**src/rtl/core/qep_pkg.sv**
```systemverilog
package qep_pkg;

    localparam int CODE_W    = 2;
    localparam int DIV_W     = 8;
    localparam int ACC_W     = 9;
    localparam int POS_W     = 16;

    // Bit n is set when the transition {last code, new code} equals n.
    localparam logic [15:0] STEP_UP_MASK   = 16'h2814;
    localparam logic [15:0] STEP_DOWN_MASK = 16'h4182;

    localparam logic EVENT_POSITION  = 1'b0;
    localparam logic EVENT_DIRECTION = 1'b1;
    localparam logic DIR_UP          = 1'b0;
    localparam logic DIR_DOWN        = 1'b1;

    typedef enum logic [1:0] {
        CFG_STEP_DIVISOR = 2'd0,
        CFG_START_VALUE  = 2'd1,
        CFG_MINIMUM      = 2'd2,
        CFG_MAXIMUM      = 2'd3
    } cfg_index_t;

    typedef struct packed {
        logic pin_a;
        logic pin_b;
    } in_t;

    typedef struct packed {
        logic                    event_kind;
        logic signed [POS_W-1:0] position;
        logic                    direction;
    } out_t;

    typedef struct packed {
        logic code_valid;
        logic move;
        logic down;
    } step_t;

endpackage

```
**src/rtl/core/quadrature_encoder_position.sv**
```systemverilog
// Channel   Ports                                   Payload
// s_        s_valid, s_ready, s_data                qep_pkg::in_t (pin_a, pin_b)
// m_        m_valid, m_ready, m_data                qep_pkg::out_t
// cfg_      cfg_valid, cfg_ready, cfg_index, cfg_data   register index, 16-bit value
//
// An accepted request is held in the input register, then decoded into the result
// register, which is written only when the request makes a step. One request is
// taken every cycle while the result register does not stall; the position, code
// and step registers close their loop as it is decoded. The result register
// stalls the input register only while a result waits and m_ready is low. Reset
// is synchronous and active low; configuration writes are always taken.
module quadrature_encoder_position (
    input  logic                        aclk,
    input  logic                        aresetn,
    input  logic                        s_valid,
    output logic                        s_ready,
    input  qep_pkg::in_t                s_data,
    output logic                        m_valid,
    input  logic                        m_ready,
    output qep_pkg::out_t               m_data,
    input  logic                        cfg_valid,
    output logic                        cfg_ready,
    input  logic [1:0]                  cfg_index,
    input  logic [qep_pkg::POS_W-1:0]   cfg_data
);

    logic                              in_valid_reg;
    logic                              in_valid_next;
    qep_pkg::in_t                      in_data_reg;
    logic                              out_valid_reg;
    logic                              out_valid_next;
    qep_pkg::out_t                     out_data_reg;
    logic [qep_pkg::CODE_W-1:0]        last_code_reg;
    logic signed [qep_pkg::ACC_W-1:0]  accum_reg;
    logic signed [qep_pkg::ACC_W-1:0]  accum_next;
    logic signed [qep_pkg::POS_W-1:0]  position_reg;
    logic signed [qep_pkg::POS_W-1:0]  position_next;
    logic [qep_pkg::DIV_W-1:0]         divisor_reg;
    logic signed [qep_pkg::POS_W-1:0]  minimum_reg;
    logic signed [qep_pkg::POS_W-1:0]  maximum_reg;

    logic                              out_free;
    logic                              process;
    logic                              cfg_write;
    logic [qep_pkg::CODE_W-1:0]        code;
    qep_pkg::step_t                    step;
    logic                              range_mode;
    qep_pkg::out_t                     result;

    assign out_free  = !out_valid_reg || m_ready;
    assign process   = in_valid_reg && out_free;
    assign s_ready   = !in_valid_reg || out_free;
    assign m_valid   = out_valid_reg;
    assign m_data    = out_data_reg;
    assign cfg_ready = 1'b1;
    assign cfg_write = cfg_valid && cfg_ready;
    assign code      = {in_data_reg.pin_a, in_data_reg.pin_b};

    qep_step_decode u_step_decode (
        .last_code  (last_code_reg),
        .code       (code),
        .accum      (accum_reg),
        .divisor    (divisor_reg),
        .step       (step),
        .accum_next (accum_next)
    );

    qep_position_update u_position_update (
        .position      (position_reg),
        .minimum       (minimum_reg),
        .maximum       (maximum_reg),
        .down          (step.down),
        .range_mode    (range_mode),
        .position_next (position_next),
        .result        (result)
    );

    always_comb begin
        if (s_valid && s_ready) begin
            in_valid_next = 1'b1;
        end else if (process) begin
            in_valid_next = 1'b0;
        end else begin
            in_valid_next = in_valid_reg;
        end

        if (process && step.move) begin
            out_valid_next = 1'b1;
        end else if (m_ready) begin
            out_valid_next = 1'b0;
        end else begin
            out_valid_next = out_valid_reg;
        end
    end

    always_ff @(posedge aclk) begin
        if (!aresetn) begin
            in_valid_reg  <= 1'b0;
            out_valid_reg <= 1'b0;
            last_code_reg <= '0;
            accum_reg     <= '0;
            position_reg  <= '0;
            divisor_reg   <= qep_pkg::DIV_W'(1);
            minimum_reg   <= '0;
            maximum_reg   <= '0;
        end else begin
            in_valid_reg  <= in_valid_next;
            out_valid_reg <= out_valid_next;

            if (s_valid && s_ready) begin
                in_data_reg <= s_data;
            end

            if (process && step.move) begin
                out_data_reg <= result;
            end

            if (process && step.code_valid) begin
                last_code_reg <= code;
                accum_reg     <= accum_next;
            end

            if (cfg_write) begin
                unique case (cfg_index)
                    qep_pkg::CFG_STEP_DIVISOR: begin
                        divisor_reg <= cfg_data[qep_pkg::DIV_W-1:0];
                    end
                    qep_pkg::CFG_START_VALUE: begin
                        position_reg <= cfg_data;
                    end
                    qep_pkg::CFG_MINIMUM: begin
                        minimum_reg <= cfg_data;
                    end
                    qep_pkg::CFG_MAXIMUM: begin
                        maximum_reg <= cfg_data;
                    end
                    default: begin
                    end
                endcase
            end else if (process && step.move && range_mode) begin
                position_reg <= position_next;
            end
        end
    end

endmodule

```
**src/rtl/core/qep_step_decode.sv**
```systemverilog
module qep_step_decode (
    input  logic [qep_pkg::CODE_W-1:0]       last_code,
    input  logic [qep_pkg::CODE_W-1:0]       code,
    input  logic signed [qep_pkg::ACC_W-1:0] accum,
    input  logic [qep_pkg::DIV_W-1:0]        divisor,
    output qep_pkg::step_t                   step,
    output logic signed [qep_pkg::ACC_W-1:0] accum_next
);

    logic [2*qep_pkg::CODE_W-1:0]     transition;
    logic                             up;
    logic                             down;
    logic                             stepped;
    logic                             div_on;
    logic signed [qep_pkg::ACC_W:0]   sum;
    logic [qep_pkg::ACC_W:0]          mag;
    logic                             reached;

    always_comb begin
        transition = {last_code, code};
        up         = qep_pkg::STEP_UP_MASK[transition];
        down       = qep_pkg::STEP_DOWN_MASK[transition];
        stepped    = (code != '0) && (up || down);
        div_on     = divisor > qep_pkg::DIV_W'(1);
        sum        = {accum[qep_pkg::ACC_W-1], accum}
                   + (down ? {(qep_pkg::ACC_W+1){1'b1}} : (qep_pkg::ACC_W+1)'(1));
        mag        = sum[qep_pkg::ACC_W] ? (qep_pkg::ACC_W+1)'(-sum) : sum;
        reached    = mag >= {{(qep_pkg::ACC_W+1-qep_pkg::DIV_W){1'b0}}, divisor};

        step.code_valid = code != '0;
        step.move       = stepped && (!div_on || reached);
        step.down       = down;

        if (!stepped || !div_on) begin
            accum_next = accum;
        end else if (reached) begin
            accum_next = '0;
        end else begin
            accum_next = sum[qep_pkg::ACC_W-1:0];
        end
    end

endmodule

```
**src/rtl/core/qep_position_update.sv**
```systemverilog
module qep_position_update (
    input  logic signed [qep_pkg::POS_W-1:0] position,
    input  logic signed [qep_pkg::POS_W-1:0] minimum,
    input  logic signed [qep_pkg::POS_W-1:0] maximum,
    input  logic                             down,
    output logic                             range_mode,
    output logic signed [qep_pkg::POS_W-1:0] position_next,
    output qep_pkg::out_t                    result
);

    logic signed [qep_pkg::POS_W:0] moved;
    logic signed [qep_pkg::POS_W:0] min_ext;
    logic signed [qep_pkg::POS_W:0] max_ext;
    logic signed [qep_pkg::POS_W:0] clamped;

    always_comb begin
        range_mode = minimum != maximum;
        min_ext    = {minimum[qep_pkg::POS_W-1], minimum};
        max_ext    = {maximum[qep_pkg::POS_W-1], maximum};
        moved      = {position[qep_pkg::POS_W-1], position}
                   + (down ? {(qep_pkg::POS_W+1){1'b1}} : (qep_pkg::POS_W+1)'(1));

        // The upper bound is applied first, so an inverted range settles at minimum.
        clamped = moved;
        if (clamped > max_ext) begin
            clamped = max_ext;
        end
        if (clamped < min_ext) begin
            clamped = min_ext;
        end
        position_next = clamped[qep_pkg::POS_W-1:0];

        result.event_kind = range_mode ? qep_pkg::EVENT_POSITION : qep_pkg::EVENT_DIRECTION;
        result.position   = range_mode ? position_next : '0;
        result.direction  = down ? qep_pkg::DIR_DOWN : qep_pkg::DIR_UP;
    end

endmodule

```
**config.mk**
```make
export PLATFORM = sky130hd
export DESIGN_NAME = quadrature_encoder_position
export DESIGN_NICKNAME = d
export VERILOG_FILES = /design/src/rtl/core/qep_pkg.sv /design/src/rtl/core/quadrature_encoder_position.sv /design/src/rtl/core/qep_step_decode.sv /design/src/rtl/core/qep_position_update.sv
export SDC_FILE = /design/constraint.sdc
export NUM_CORES = 1
export LEC_CHECK = 0
export ABC_AREA = 1
export BUFFER_PORTS_ARGS = -buffer_cell sky130_fd_sc_hd__buf_4
export CAP_MARGIN = 10
export CORE_ASPECT_RATIO = 0.6
export CORE_MARGIN = 2
export CORE_UTILIZATION = 44
export CTS_CLUSTER_SIZE = 20
export DETAILED_ROUTE_END_ITERATION = 8
export HOLD_SLACK_MARGIN = 0.08
export MAX_ROUTING_LAYER = met4
export PLACE_DENSITY = 0.6
export SLEW_MARGIN = 20
export SYNTH_ARGS = -nofsm -noshare
export SYNTH_HDL_FRONTEND = slang
export SYNTH_SLANG_ARGS = --single-unit
```
**constraint.sdc**
```tcl
create_clock -name aclk -period 5.7 [get_ports aclk]
set_input_delay 0.855 -clock aclk [delete_from_list [all_inputs] [get_ports aclk]]
set_output_delay 0.855 -clock aclk [all_outputs]
set_load 0.1 [all_outputs]
```
==> results of run 1 <==
[logic make-up (layout without fill, tap and decap cells)]
kind of cell	count (synthesis)	count (layout)	synth area share
and+or+nand+nor	406	406	0.296
AOI/OAI and AO/OA	204	204	0.161
buffers and inverters	177	261	0.103
DFF	89	89	0.282
adders and majority gates	67	67	0.122
xor gates and xnor gates	28	28	0.0349
other	1	1	0.000534
[area by class of cell]
cell class              count  share of cell area
clock buffers              12              0.0291
clock inverters             4             0.00582
inverters                 147              0.0640
multi-input cells         706               0.551
flip-flops and latches     89               0.225
well taps                 203              0.0288
repair buffers             98              0.0960
[placed cells by master (no fill, tap or decap), types with 6 or more instances in the layout]
master     synthesis  final
a21oi_1          102     91
dfxtp_1           69     69
buf_4              3     87
a21oi_2           19     30
xor2_1            24     19
nand2_1          211    190
nand3_1           45     42
ha_1              65     48
nand4_1           13     13
nand2_2            7     25
nand3_2           23     25
nor3_1             7      6
clkbuf_16          0     11
o21ai_2            0      8
o21ai_0           65     51
edfxtp_1          20     20
nor2_1            51     44
inv_2              6      9
nand2_4           16     16
o21ai_1            1      6
ha_4               0     14
nand3b_1          18     18
inv_1            139    134
[layer usage]
metal / wire length (µm) / track usage
met3: 1780 / 0.0449
met1: 11800 / 0.419
met5: 0 / -
met4: 123 / 0.0358
met2: 7900 / 0.309
[repair_timing]
item / CTS / global route
setup buffers: 1 / 23
pin swaps: 2 / 33
gates cloned: 0 / 2
setup endpoints to repair: 32 / 32
gates resized for setup: 8 / 124
[worst paths after layout]
path | startpoint | end | slack, ns
setup / recovery | code[1] | m_data[10] | 0.20
hold / removal | accum_reg[5] | accum_reg[5] | 0.48
setup reg to reg | code[1] | m_data[10] | 0.20
hold reg to reg | accum_reg[5] | accum_reg[5] | 0.48
[power groups by stage]
stage	clock, µW	sequential, µW	combinational (µW)
floorplan	0	833	1380
global placement	0	779	1940
detailed placement	0	779	1950
CTS	643	766	1960
global route	664	772	2600
finish	636	769	2390
[critical path, delay by kind of cell (launching register included)]
kind	cells	cell delay, ns
compound gates	5	0.71
buf+inv	8	0.98
simple gates	22	2.13
xor+xnor	1	0.19
fa+ha+maj	3	0.79
flops	1	0.43
[metrics by stage]
step	std cells	setup WS [ns]
after floorplan	972	0.0531
after global placement	1217	-0.141
after detailed placement	1217	-0.218
after CTS	1234	0.00618
after global routing	1259	-0.111
final	1259	0.202
==> qor.yml, run 1 <==
diodes: 0
avgViaCountPerCell: 5.29
multi_input_area_mm2: 0.00486
r2r_cells: 39
die_y_um: 102
cts_made_buffers: 9
ios: 46
hold_viol_final: 0
synth_area_mm2: 0.00702
placed_area_mm2: 0.00768
power_frac_clock: 0.167
drive_above_1_share: 0.267
seq_area_mm2: 0.00198
max-cap-violations: 0
synthArstFlopShare: 0
report.final.slew_viol_count: 0
fmax_mhz: 182
fin_util: 0.570
syn-num-nets: 1064
nFillCells: 1400
synth.top_cells.by_area: "dfxtp_1 20%, ha_1 12%, nand2_1 11%, edfxtp_1 8.6%, inv_1 7.4%"
skew_ns: 0.00864
synthTopCellsByCount: "211 x nand2_1, 139 x inv_1, 102 x a21oi_1"
synth_top_area_cell: "dfxtp_1"
setup_viol: 0
ir_drop_v: 0.000267
die_w_um: 167
path_class: "reg -> reg"
avgSynthCellArea_um2: 7.22
routabilityCongestion: 0.923
yosysWarnings: 0
p_sw_frac: 0.451
numClockSinks: 89
dieArea_mm2: 0.0170
p_leak_uw: 0.00412
cts_tree: "yes"
netlist_instances: 972
setup_tns_ns: 0
slew_headroom: 0.414
drtPass1Iterations: 5
seqPwrFrac: 0.202
yosysSeqAreaShare: 0.282
crit_slowest_cell: "edfxtp_1"
rows: 35
synth_ff_type: "dfxtp_1"
grt_pass1_vias: 5588
grt_max_degree: 61
largest_reg_flops: 18
grt_pass1_wl_um: 32200
hp-class: "reg -> reg"
vias: 6661
ctsHoldBuffers: 0
antenna_found_initial: 1
combinationalPowerShare: 0.630
cts.clk_slew.worst_paths_ns: 0.07
fin_nets: 1143
grt.total_usage: 0.254
max-clock-path-buffers: 2
synth_most_common_cell: "nand2_1"
power.internal_uw: 2090
hold_slack_ns: 0.477
clockRootBuffer: "clkbuf_16"
synth_top_area_frac: 0.197
port_buffers: 44
syn_to_final_growth_pct: 25.5
routed_wl_um: 21600
start_util: 0.454
wl_per_cell_um: 17.2
detail-route-antenna-nets: 0
status: "finished clean"
h-tree-depth: 3
power_density_mw_per_mm2: 431
drcViolationCount: 0
p_total_uw: 3800
fin_crit_sh: 0.965
netSwitchingPower_uw: 1710
dr.first_iter.drc_count: 607
path_max_fanout: 7
min_period_ns: 5.50
cp.required_ns: 5.80
final_cell_area_mm2: 0.00881
core_mm2: 0.0155
synth_cell_types: 48
cp_slowest_stage_delay_ns: 0.43
worstSetupStartpointType: "flop"
tightest_slew_ns: 0.874
holdPathStages: 2
ys_seq_elements: 89
cp_data_arrival_time_ns: 5.60
synth-edff-count: 20
hpwlAfterDp_um: 15800
overflow: 0
worstSkewPairLatency_ns: 0.35
endpoint_kind: "flop"
(Power assumes the default switching activity.)
==> run 2, diff against run 1 <==
--- a/config.mk
+++ b/config.mk
@@ -15,7 +15,7 @@
 export DETAILED_ROUTE_END_ITERATION = 8
 export HOLD_SLACK_MARGIN = 0.08
 export MAX_ROUTING_LAYER = met4
-export PLACE_DENSITY = 0.6
+export PLACE_DENSITY = 0.58
 export SLEW_MARGIN = 20
 export SYNTH_ARGS = -nofsm -noshare
 export SYNTH_HDL_FRONTEND = slang
==> constraint.sdc (replaced) <==
create_clock -name aclk -period 6.2 [get_ports aclk]
set_input_delay 0.93 -clock aclk [delete_from_list [all_inputs] [get_ports aclk]]
set_output_delay 0.93 -clock aclk [all_outputs]
set_load 0.1 [all_outputs]
==> qor.yml, run 2 (synthesis results as in run 1) <==
slew_headroom: 0.417  # +0.00293
dieArea_mm2: 0.0170  # unchanged
drtPass1Iterations: 5  # unchanged
antenna_found_initial: 0  # -1
cp_data_arrival_time_ns: 5.93  # +0.33 ns
drcViolationCount: 0  # unchanged
cts.clk_slew.worst_paths_ns: 0.07  # about the same
fin_crit_sh: 0.941  # -0.0231
max-clock-path-buffers: 2  # unchanged
nFillCells: 1577  # +13%
hpwlAfterDp_um: 15400  # -2.5%
grt_pass1_wl_um: 32400  # +0.39%
port_buffers: 44  # unchanged
hp-class: "reg -> reg"
status: "finished clean"
core_mm2: 0.0155  # unchanged
p_leak_uw: 0.00388  # -5.7%
start_util: 0.454  # unchanged
crit_family: "simple AND/OR/NAND/NOR gates"
ctsHoldBuffers: 0  # unchanged
vias: 6437  # -3.4%
rows: 35  # unchanged
path_max_fanout: 13  # +6
cts_made_buffers: 9  # unchanged
grt_max_degree: 61  # unchanged
layout_commonest_cell: "nand2_1"
worstSetupStartpointType: "flop"
fin_nets: 1108  # -3.1%
report.final.slew_viol_count: 0  # unchanged
place_ws_ns: 0.174  # +0.391 ns
skew_ns: 0.00825  # -0.000387 ns
crit_slowest_cell: "edfxtp_1"
fmax_mhz: 171  # -5.8%
diodes: 0  # unchanged
grt_pass1_vias: 5591  # +0.054%
routed_wl_um: 20800  # -3.8%
numClockSinks: 89  # unchanged
rsz0062_at_grt: "no"
ios: 46  # unchanged
avgViaCountPerCell: 5.26  # -0.60%
cp_slowest_stage_delay_ns: 0.42  # about the same
setup_viol: 0  # unchanged
cts_tree: "yes"
overflow: 0  # unchanged
worstSkewPairLatency_ns: 0.35  # about the same
layout_common_cells: "210 x nand2_1, 138 x inv_1, 99 x a21oi_1, 69 x dfxtp_1, 61 x ha_1"
power_density_mw_per_mm2: 384  # -11%
setup_tns_ns: 0  # unchanged
min_period_ns: 5.84  # +0.339 ns
max-cap-violations: 0  # unchanged
path_class: "reg -> reg"
hold_viol_final: 0  # unchanged
cp.required_ns: 6.29  # +0.49 ns
syn_to_final_growth_pct: 14.9
wl_per_cell_um: 17.0  # -1.1%
crit_buf_inv: 7  # -1
dr.first_iter.drc_count: 521  # -14%
largest_reg_flops: 18  # unchanged
grt.total_usage: 0.257  # +0.00288
fin_ws_ns: 0.363  # +0.161 ns
endpoint_kind: "flop"
cpMostUsedCell: "nand2_1"
die_y_um: 102  # unchanged
ir_drop_v: 0.000261  # -2.1%
tightest_slew_ns: 0.870  # -0.00437 ns
h-tree-depth: 3  # unchanged
detail-route-antenna-nets: 0  # unchanged
routabilityCongestion: 0.914  # -0.95%
clockRootBuffer: "clkbuf_16"
drive_above_1_share: 0.179  # -0.0878
die_w_um: 167  # unchanged
==> run 2: what timing repair did <==
action	CTS	global route
endpoints found under the setup margin	0	32
setup buffers	0	5
gates resized for setup	0	34
==> run 2: worst paths after layout <==
check	start	endpoint	slack, ns	cells after the start
setup / recovery	code[0]	m_data[16]	0.36	37
hold / removal	accum_reg[6]	accum_reg[6]	0.48	2
setup reg to reg	code[0]	m_data[16]	0.36	37
hold reg to reg	accum_reg[6]	accum_reg[6]	0.48	2
==> run 2: power by group <==
group / switching (µW) / internal, µW / total, µW
Clock: 249 / 325 / 575
Sequential: 24.6 / 680 / 704
Combinational: 1170 / 643 / 1810
==> run 2: worst reg2reg max path: cells and delay by family (launching register included) <==
kind | cells | cell delay [ns]
AOI/OAI and AO/OA | 3 | 0.43
xor gates and xnor gates | 1 | 0.16
adders and majority gates | 3 | 1.01
buffers and inverters | 7 | 0.85
DFF | 1 | 0.42
and+or+nand+nor | 23 | 2.74
==> run 2: layout make-up <==
cell class                 instances  area (µm²)  share of cell area
sequential                        89        1980               0.246
clock buffer                      10         239              0.0296
clock inverter                     6        66.3             0.00822
inverter                         147         554              0.0687
tap                              203         254              0.0315
multi-input combinational        706        4440               0.551
timing repair buffer              63         528              0.0655
==> run 2: metrics by stage <==
step	utilization	std cells	hold WS (ns)	power (µW)	instance area [µm²]
2_1_floorplan	-	972	0.433	2030	7020
3_3_place_gp	0.490	1202	0.464	2450	7570
3_5_place_dp	0.490	1202	0.465	2450	7570
4_1_cts	0.510	1218	0.476	3030	7880
5_1_grt	0.522	1224	0.491	3330	8070
6_report	0.522	1224	0.479	3090	8070
==> run 2: metal layers <==
| layer | track usage | up-vias | routed length [µm] |
|---|---|---|---|
| met5 | - | - | 0 |
| met2 | 0.307 | 212 | 7310 |
| met3 | 0.0333 | 13 | 1510 |
| met1 | 0.429 | 2926 | 11800 |
| li1 | - | 3286 | - |
| met4 | 0.0544 | 0 | 184 |
